==> src/sv/dqsc_pkg.sv <==
// ----------------------------------------------------------------------------
// dqsc_pkg
// Shared constants for the dual quadrature speed counter.
// ----------------------------------------------------------------------------
package dqsc_pkg;

   localparam int WINDOW_WIDTH_DEF = 16;
   localparam int TOTAL_WIDTH_DEF  = 32;

   localparam int KIND_WIDTH  = 2;
   localparam int PINS_WIDTH  = 4;

   typedef logic [KIND_WIDTH-1:0] kind_type;

   // word kinds
   localparam kind_type KIND_EDGE  = 2'd0;
   localparam kind_type KIND_TICK  = 2'd1;
   localparam kind_type KIND_CLEAR = 2'd2;

   // bit positions in edge_flags / pin_levels
   localparam int BIT_A1 = 0;
   localparam int BIT_B1 = 1;
   localparam int BIT_A2 = 2;
   localparam int BIT_B2 = 3;

endpackage

==> src/sv/dual_quadrature_speed_counter_unit.sv <==
// ----------------------------------------------------------------------------
// dual_quadrature_speed_counter_unit
// Two-wheel quadrature edge counter with windowed speed and saturating totals.
// ----------------------------------------------------------------------------
// Usage:
//   req_* carries one word per event: kind (edge event, sampling tick or
//   clear), the pending edge flags and the current pin levels. The word is
//   taken at a rising edge with req_valid high and req_stall low.
//   rsp_* returns one word for every request word: both latched speeds,
//   both running totals and their average (truncated toward zero).
//   A rsp word is taken at a rising edge with rsp_valid high, rsp_stall low.
// Timing:
//   The counter state is updated at the edge that takes the request; the
//   response register loads from it once the response side is free. One
//   request per cycle is sustained while rsp_stall is low, set by the single
//   state-update stage followed by the response register.
// Stall:
//   When rsp_stall holds, the response word stays put; an empty state stage
//   still takes one more request, then req_stall rises until the response drains.
// Reset:
//   Synchronous reset zeroes all counters, latched speeds and totals and empties both stages.
// ----------------------------------------------------------------------------
module dual_quadrature_speed_counter_unit #(
   parameter int WINDOW_WIDTH = dqsc_pkg::WINDOW_WIDTH_DEF,
   parameter int TOTAL_WIDTH  = dqsc_pkg::TOTAL_WIDTH_DEF
) (
   input  logic                            clock,
   input  logic                            reset,
   // request channel
   input  logic                            req_valid,
   output logic                            req_stall,
   input  logic [dqsc_pkg::KIND_WIDTH-1:0] req_kind,
   input  logic [dqsc_pkg::PINS_WIDTH-1:0] req_edge_flags,
   input  logic [dqsc_pkg::PINS_WIDTH-1:0] req_pin_levels,
   // response channel
   output logic                            rsp_valid,
   input  logic                            rsp_stall,
   output logic signed [WINDOW_WIDTH-1:0]  rsp_speed_first,
   output logic signed [WINDOW_WIDTH-1:0]  rsp_speed_second,
   output logic signed [TOTAL_WIDTH-1:0]   rsp_total_first,
   output logic signed [TOTAL_WIDTH-1:0]   rsp_total_second,
   output logic signed [TOTAL_WIDTH-1:0]   rsp_average_total
);

   localparam int W     = WINDOW_WIDTH;
   localparam int T     = TOTAL_WIDTH;
   localparam int SUM_W = ((W > T) ? W : T) + 1;

   localparam logic signed [W-1:0] WMAX  = {1'b0, {(W-1){1'b1}}};
   localparam logic signed [W-1:0] WMIN  = {1'b1, {(W-1){1'b0}}};
   localparam logic signed [W-1:0] WONE  = {{(W-1){1'b0}}, 1'b1};
   localparam logic signed [T-1:0] TMAX  = {1'b0, {(T-1){1'b1}}};
   localparam logic signed [T-1:0] TMIN  = {1'b1, {(T-1){1'b0}}};
   localparam logic signed [SUM_W-1:0] TMAX_S = SUM_W'(TMAX);
   localparam logic signed [SUM_W-1:0] TMIN_S = SUM_W'(TMIN);

   function automatic logic signed [W-1:0] win_step(input logic signed [W-1:0] v,
                                                    input logic up);
      if (up) begin
         return (v == WMAX) ? WMAX : v + WONE;
      end
      return (v == WMIN) ? WMIN : v - WONE;
   endfunction

   // phase-A edge wins over phase-B edge of the same wheel
   function automatic logic signed [W-1:0] decode(input logic signed [W-1:0] v,
                                                  input logic ea, input logic eb,
                                                  input logic la, input logic lb);
      if (ea) begin
         return win_step(v, lb);
      end
      if (eb) begin
         return win_step(v, !la);
      end
      return v;
   endfunction

   function automatic logic signed [T-1:0] sat_add(input logic signed [T-1:0] acc,
                                                   input logic signed [W-1:0] s);
      logic signed [SUM_W-1:0] sum;
      sum = SUM_W'(acc) + SUM_W'(s);
      if (sum > TMAX_S) begin
         return TMAX;
      end
      if (sum < TMIN_S) begin
         return TMIN;
      end
      return T'(sum);
   endfunction

   // state stage
   logic                  st_valid_ff, st_valid_in;
   logic signed [W-1:0]   window_first_ff, window_first_in;
   logic signed [W-1:0]   window_second_ff, window_second_in;
   logic signed [W-1:0]   latched_first_ff, latched_first_in;
   logic signed [W-1:0]   latched_second_ff, latched_second_in;
   logic signed [T-1:0]   accum_first_ff, accum_first_in;
   logic signed [T-1:0]   accum_second_ff, accum_second_in;

   // response register
   logic                  rsp_valid_ff, rsp_valid_in;
   logic signed [W-1:0]   rsp_speed_first_ff, rsp_speed_second_ff;
   logic signed [T-1:0]   rsp_total_first_ff, rsp_total_second_ff, rsp_average_ff;

   logic                  out_ready;
   logic                  st_move;
   logic                  st_ready;
   logic                  req_accept;
   logic signed [W-1:0]   speed_second_neg;
   logic signed [T:0]     pair_sum;
   logic signed [T:0]     pair_half;

   assign out_ready  = !rsp_valid_ff || !rsp_stall;
   assign st_move    = st_valid_ff && out_ready;
   assign st_ready   = !st_valid_ff || out_ready;
   assign req_accept = req_valid && st_ready;
   assign req_stall  = !st_ready;

   // negating the most negative count saturates
   assign speed_second_neg = (window_second_ff == WMIN) ? WMAX : -window_second_ff;

   always_comb begin
      window_first_in   = window_first_ff;
      window_second_in  = window_second_ff;
      latched_first_in  = latched_first_ff;
      latched_second_in = latched_second_ff;
      accum_first_in    = accum_first_ff;
      accum_second_in   = accum_second_ff;
      if (req_accept) begin
         case (req_kind)
            dqsc_pkg::KIND_EDGE: begin
               window_first_in  = decode(window_first_ff,
                                         req_edge_flags[dqsc_pkg::BIT_A1],
                                         req_edge_flags[dqsc_pkg::BIT_B1],
                                         req_pin_levels[dqsc_pkg::BIT_A1],
                                         req_pin_levels[dqsc_pkg::BIT_B1]);
               window_second_in = decode(window_second_ff,
                                         req_edge_flags[dqsc_pkg::BIT_A2],
                                         req_edge_flags[dqsc_pkg::BIT_B2],
                                         req_pin_levels[dqsc_pkg::BIT_A2],
                                         req_pin_levels[dqsc_pkg::BIT_B2]);
            end
            dqsc_pkg::KIND_TICK: begin
               latched_first_in  = window_first_ff;
               latched_second_in = speed_second_neg;
               accum_first_in    = sat_add(accum_first_ff, window_first_ff);
               accum_second_in   = sat_add(accum_second_ff, speed_second_neg);
               window_first_in   = '0;
               window_second_in  = '0;
            end
            dqsc_pkg::KIND_CLEAR: begin
               window_first_in   = '0;
               window_second_in  = '0;
               latched_first_in  = '0;
               latched_second_in = '0;
               accum_first_in    = '0;
               accum_second_in   = '0;
            end
            default: begin
               // unused kind: state holds, current values go out
            end
         endcase
      end
   end

   always_comb begin
      if (req_accept) begin
         st_valid_in = 1'b1;
      end else if (st_move) begin
         st_valid_in = 1'b0;
      end else begin
         st_valid_in = st_valid_ff;
      end
      if (st_move) begin
         rsp_valid_in = 1'b1;
      end else if (rsp_valid_ff && !rsp_stall) begin
         rsp_valid_in = 1'b0;
      end else begin
         rsp_valid_in = rsp_valid_ff;
      end
   end

   // average truncated toward zero: bias negatives by one before the shift
   assign pair_sum  = (T+1)'(accum_first_ff) + (T+1)'(accum_second_ff);
   assign pair_half = (pair_sum + {{T{1'b0}}, pair_sum[T]}) >>> 1;

   always_ff @(posedge clock) begin
      if (reset) begin
         st_valid_ff       <= 1'b0;
         rsp_valid_ff      <= 1'b0;
         window_first_ff   <= '0;
         window_second_ff  <= '0;
         latched_first_ff  <= '0;
         latched_second_ff <= '0;
         accum_first_ff    <= '0;
         accum_second_ff   <= '0;
      end else begin
         st_valid_ff       <= st_valid_in;
         rsp_valid_ff      <= rsp_valid_in;
         window_first_ff   <= window_first_in;
         window_second_ff  <= window_second_in;
         latched_first_ff  <= latched_first_in;
         latched_second_ff <= latched_second_in;
         accum_first_ff    <= accum_first_in;
         accum_second_ff   <= accum_second_in;
      end
   end

   // state regs hold the staged word's values until it moves out
   always_ff @(posedge clock) begin
      if (st_move) begin
         rsp_speed_first_ff  <= latched_first_ff;
         rsp_speed_second_ff <= latched_second_ff;
         rsp_total_first_ff  <= accum_first_ff;
         rsp_total_second_ff <= accum_second_ff;
         rsp_average_ff      <= T'(pair_half);
      end
   end

   assign rsp_valid         = rsp_valid_ff;
   assign rsp_speed_first   = rsp_speed_first_ff;
   assign rsp_speed_second  = rsp_speed_second_ff;
   assign rsp_total_first   = rsp_total_first_ff;
   assign rsp_total_second  = rsp_total_second_ff;
   assign rsp_average_total = rsp_average_ff;

   a_clear_zeroes: assert property (@(posedge clock) disable iff (reset)
      (req_accept && req_kind == dqsc_pkg::KIND_CLEAR) |=>
         (window_first_ff == '0 && window_second_ff == '0 &&
          accum_first_ff == '0 && accum_second_ff == '0))
      else $error("clear word did not zero the counters");

   a_tick_clears_window: assert property (@(posedge clock) disable iff (reset)
      (req_accept && req_kind == dqsc_pkg::KIND_TICK) |=>
         (window_first_ff == '0 && window_second_ff == '0 &&
          latched_first_ff == $past(window_first_ff)))
      else $error("tick word did not latch and clear the windows");

   a_stage_holds: assert property (@(posedge clock) disable iff (reset)
      (st_valid_ff && rsp_valid_ff && rsp_stall) |=> st_valid_ff)
      else $error("staged word lost while response stalled");

   a_stall_only_when_full: assert property (@(posedge clock) disable iff (reset)
      req_stall |-> (st_valid_ff && rsp_valid_ff))
      else $error("request stalled with room in the pipeline");

   a_move_loads_rsp: assert property (@(posedge clock) disable iff (reset)
      st_move |=> rsp_valid_ff)
      else $error("staged word did not reach the response register");

endmodule

==> config.mk <==
export PLATFORM = sky130hd
export DESIGN_NAME = dual_quadrature_speed_counter_unit
export DESIGN_NICKNAME = d
export VERILOG_FILES = /design/src/sv/dqsc_pkg.sv /design/src/sv/dual_quadrature_speed_counter_unit.sv
export SDC_FILE = /design/constraint.sdc
export NUM_CORES = 1
export LEC_CHECK = 0
export ABC_AREA = 1
export BUFFER_PORTS_ARGS = -buffer_cell sky130_fd_sc_hd__buf_2
export CAP_MARGIN = 20
export CELL_PAD_IN_SITES_DETAIL_PLACEMENT = 1
export CELL_PAD_IN_SITES_GLOBAL_PLACEMENT = 2
export CORE_MARGIN = 5
export CORE_UTILIZATION = 25
export DETAILED_ROUTE_END_ITERATION = 12
export PLACE_DENSITY = 0.69
export SLEW_MARGIN = 40
export SYNTH_ARGS = -nofsm -noshare
export SYNTH_HDL_FRONTEND = slang
export SYNTH_SLANG_ARGS = --single-unit
==> constraint.sdc <==
create_clock -name clock -period 9.7 [get_ports clock]
set_clock_uncertainty 0.1 [all_clocks]
set_input_delay 0.97 -clock clock [delete_from_list [all_inputs] [get_ports clock]]
set_output_delay 0.97 -clock clock [all_outputs]
set_load 0.05 [all_outputs]
==> reports/qor.csv <==
stage,metric,value,unit
sta,Worst-Margin Slew,0.8413,ns
floorplanning,Site Rows,95,
logic_synthesis,Main synth FF type,dfxtp_1,
drt,Final ANT Viol Nets,0,
drt,DRC Markers,0,
sta,RSZ-0062 raised after global routing,no,
clock_network,clk slew on worst S/H paths,0.06,ns
floorplanning,Die Area,73730,um^2
global_routing,pin count of the biggest net entering global routing,87,
worst_setup_path,worst path buffer plus inverter count,3,
worst_setup_path,CP max FO,5,
clock_network,setup bufs post-CTS,0,
drt,final WL,64.49,mm
power_and_ir_drop,Power per Cell Area,218.7,nW/um^2
clock_network,deepest clock path buffer count,3,
global_routing,vias in the first global route,16412,
drt,Iteration-0 DRC Markers,828,
final_layout,"commonest non-fill, non-tap cell in the layout",nand2_1,
clock_network,CTS Buf Count,35,
global_routing,met3 usage,3.144,%
logic_synthesis,Syn Inst Count,2305,
drt,vias per inst,4.790,
final_layout,Area Overhead vs Synth,15.99,%
floorplanning,die width,271.5,um
run,Max-cap violations,0,
placed_design,dpl ws,4.612,ns
global_routing,met2 Resource Use GR,27.48,%
power_and_ir_drop,peak supply drop,0.0001037,V
sta,part of the cycle the worst path needs,52.73,%
sta,Worst Hold Margin,0.3288,ns
clock_network,CTS resizes,0,
sta,Final Worst Setup Slack,4.585,ns
worst_setup_path,family with the most delay on the worst path,simple AND/OR/NAND/NOR gates,
worst_setup_path,Critical Path RT,9.88,ns
logic_synthesis,Synth Net Count,2410,
global_routing,gr ovfl total,0,
final_layout,Final #Nets,2529,
logic_synthesis,post-synthesis register bit count,258,
sta,"Slew Viols, Final",0,
logic_synthesis,register area share after synthesis,37.70,%
placed_design,IO Port Bufs,143,
worst_setup_path,crit path kind,reg2reg,
drt,vias post-DR,15928,
clock_network,H-tree levels,2,
worst_setup_path,CP Launch Type,register,
worst_setup_path,critical path arrival,5.29,ns
sta,slew margin rel.,43.18,%
placed_design,Post-DP HPWL,49.52,mm
global_routing,initial antenna violation count,1,
worst_setup_path,"most used cell, CP",nand2_1,
logic_synthesis,post-synth cell types,56,
global_routing,busiest grt layer,met2,
sta,fmax,195.5,MHz
hold_path,hold crit path type,reg2reg,
logic_synthesis,count of flip-flops with a built-in enable after synthesis,128,
placed_design,RePlAce Congestion,0.8954,
logic_synthesis,YS warnings,0,
sta,final setup vio count,0,
logic_synthesis,fraction of registers with async set or reset after synthesis,0,%
floorplanning,Initial Utilization,25.33,%
drt,routed len/inst,19.40,um
worst_setup_path,Crit. End Element,register,
worst_setup_path,Slowest cell on crit path,fa_1,
outcome,outcome,"finished, final reports clean",
clock_network,clk sink count,258,
clock_network,clk root buf,clkbuf_16,
final_layout,fraction of layout cells with a size suffix above 1,12.89,%
worst_setup_path,CP max stage delay,0.40,ns
drt,DR pass1 iterations,5,
floorplanning,Ports,144,
sta,TNS Setup,0,ns
logic_synthesis,synthesized area per cell,7.418,um^2
global_routing,first-pass GRT wire length,99.40,mm
logic_synthesis,"Cell Area, Synth",17100,um^2
clock_network,CTS tree,built,
clock_network,worst skew pair latency,0.55,ns
final_layout,Fill cells,8302,
power_and_ir_drop,leakage power figure,0.008916,uW
power_and_ir_drop,total power,4337,uW
clock_network,CTS Hold Bufs,0,
sta,Final min period,5.115,ns
final_layout,most frequent cells in the layout,"nand2_1 (679), inv_1 (227), nor2_1 (210), a21oi_1 (188), buf_2 (142)",
sta,Fin. Hold Viols,0,
floorplanning,Core ar.,67510,um^2
global_routing,GRT Total Usage,17.06,%
floorplanning,Die Height,271.5,um
global_routing,routing usage on met1,23.35,%
==> flip-flops by register name, indices dropped and copies added, names as in the netlist, 32 cells and up <==
name	count
accum_first_ff	32
accum_second_ff	32
rsp_average_total	32
rsp_total_first	32
rsp_total_second	32
==> final cells by class <==
class	count	area (um^2)	area share (%)
Antenna cell	1	2.502	0.01262
Tap cell	873	1092	5.508
Clock inverter	22	178.9	0.9022
Sequential cell	258	6446	32.50
Multi-Input combinational cell	1738	9445	47.62
Clock buffer	42	953.4	4.807
Timing Repair Buffer	154	823.3	4.151
Inverter	237	890.9	4.492
==> cell families after synthesis <==
group / Yosys count / share of synthesized area, %
fa+ha+maj: 91 / 6.791
simple gates: 1137 / 28.07
flops: 258 / 37.70
compound gates: 377 / 13.17
xor+xnor: 133 / 6.813
buf+inv: 309 / 7.456
==> cells in the mapped netlist (all sizes together) (11+ instances only) <==
cell / n / share of area, %
nand3: 111 / 3.4
a21oi: 220 / 7.1
nand2: 701 / 16
o41ai: 13 / 0.67
xnor2: 26 / 1.3
clkbuf: 41 / 0.90
o211ai: 11 / 0.48
nand4: 27 / 1.1
edfxtp: 128 / 22
ha: 88 / 6.4
inv: 235 / 5.2
o21ai: 71 / 2.1
dfxtp: 130 / 15
nor2: 235 / 5.7
xor2: 107 / 5.5
nor3: 37 / 1.1
buf: 31 / 1.3
==> report_power, final <==
| group | switching (uW) | internal, uW | total [uW] |
|---|---|---|---|
| clock | 549 | 738 | 1290 |
| combinational | 1170 | 483 | 1650 |
| sequential | 143 | 1260 | 1400 |
| total | 1860 | 2480 | 4340 |
==> final timing paths <==
check	endpoint	slack, ns	startpoint	depth (start not counted)
worst max-delay path	rsp_average_total[17]$_DFFE_PP_	4.58	accum_first_ff[0]$_SDFFE_PP0P_	25
worst min-delay path	rsp_speed_first[3]$_DFFE_PP_	0.33	latched_first_ff[3]$_SDFFE_PP0P_	0
worst max register to register	rsp_average_total[17]$_DFFE_PP_	4.58	accum_first_ff[0]$_SDFFE_PP0P_	25
worst min register to register	rsp_speed_first[3]$_DFFE_PP_	0.33	latched_first_ff[3]$_SDFFE_PP0P_	0
==> routing by layer <==
metal	vias to the layer above	part of all wire, %
li1	7873	-
met5	-	0
met2	291	45
met1	7689	48
met4	0	2.8
met3	75	4.6
==> metrics by stage <==
step / cells / utilization (%) / cell area (um^2)
global placement: 3259 / 27.61 / 18640
global route: 3324 / 29.37 / 19830
floorplan: 2305 / - / 17100
finish: 3325 / 29.38 / 19830
CTS: 3324 / 29.35 / 19810
detailed placement: 3260 / 27.67 / 18680
(Power assumes the default switching activity.)
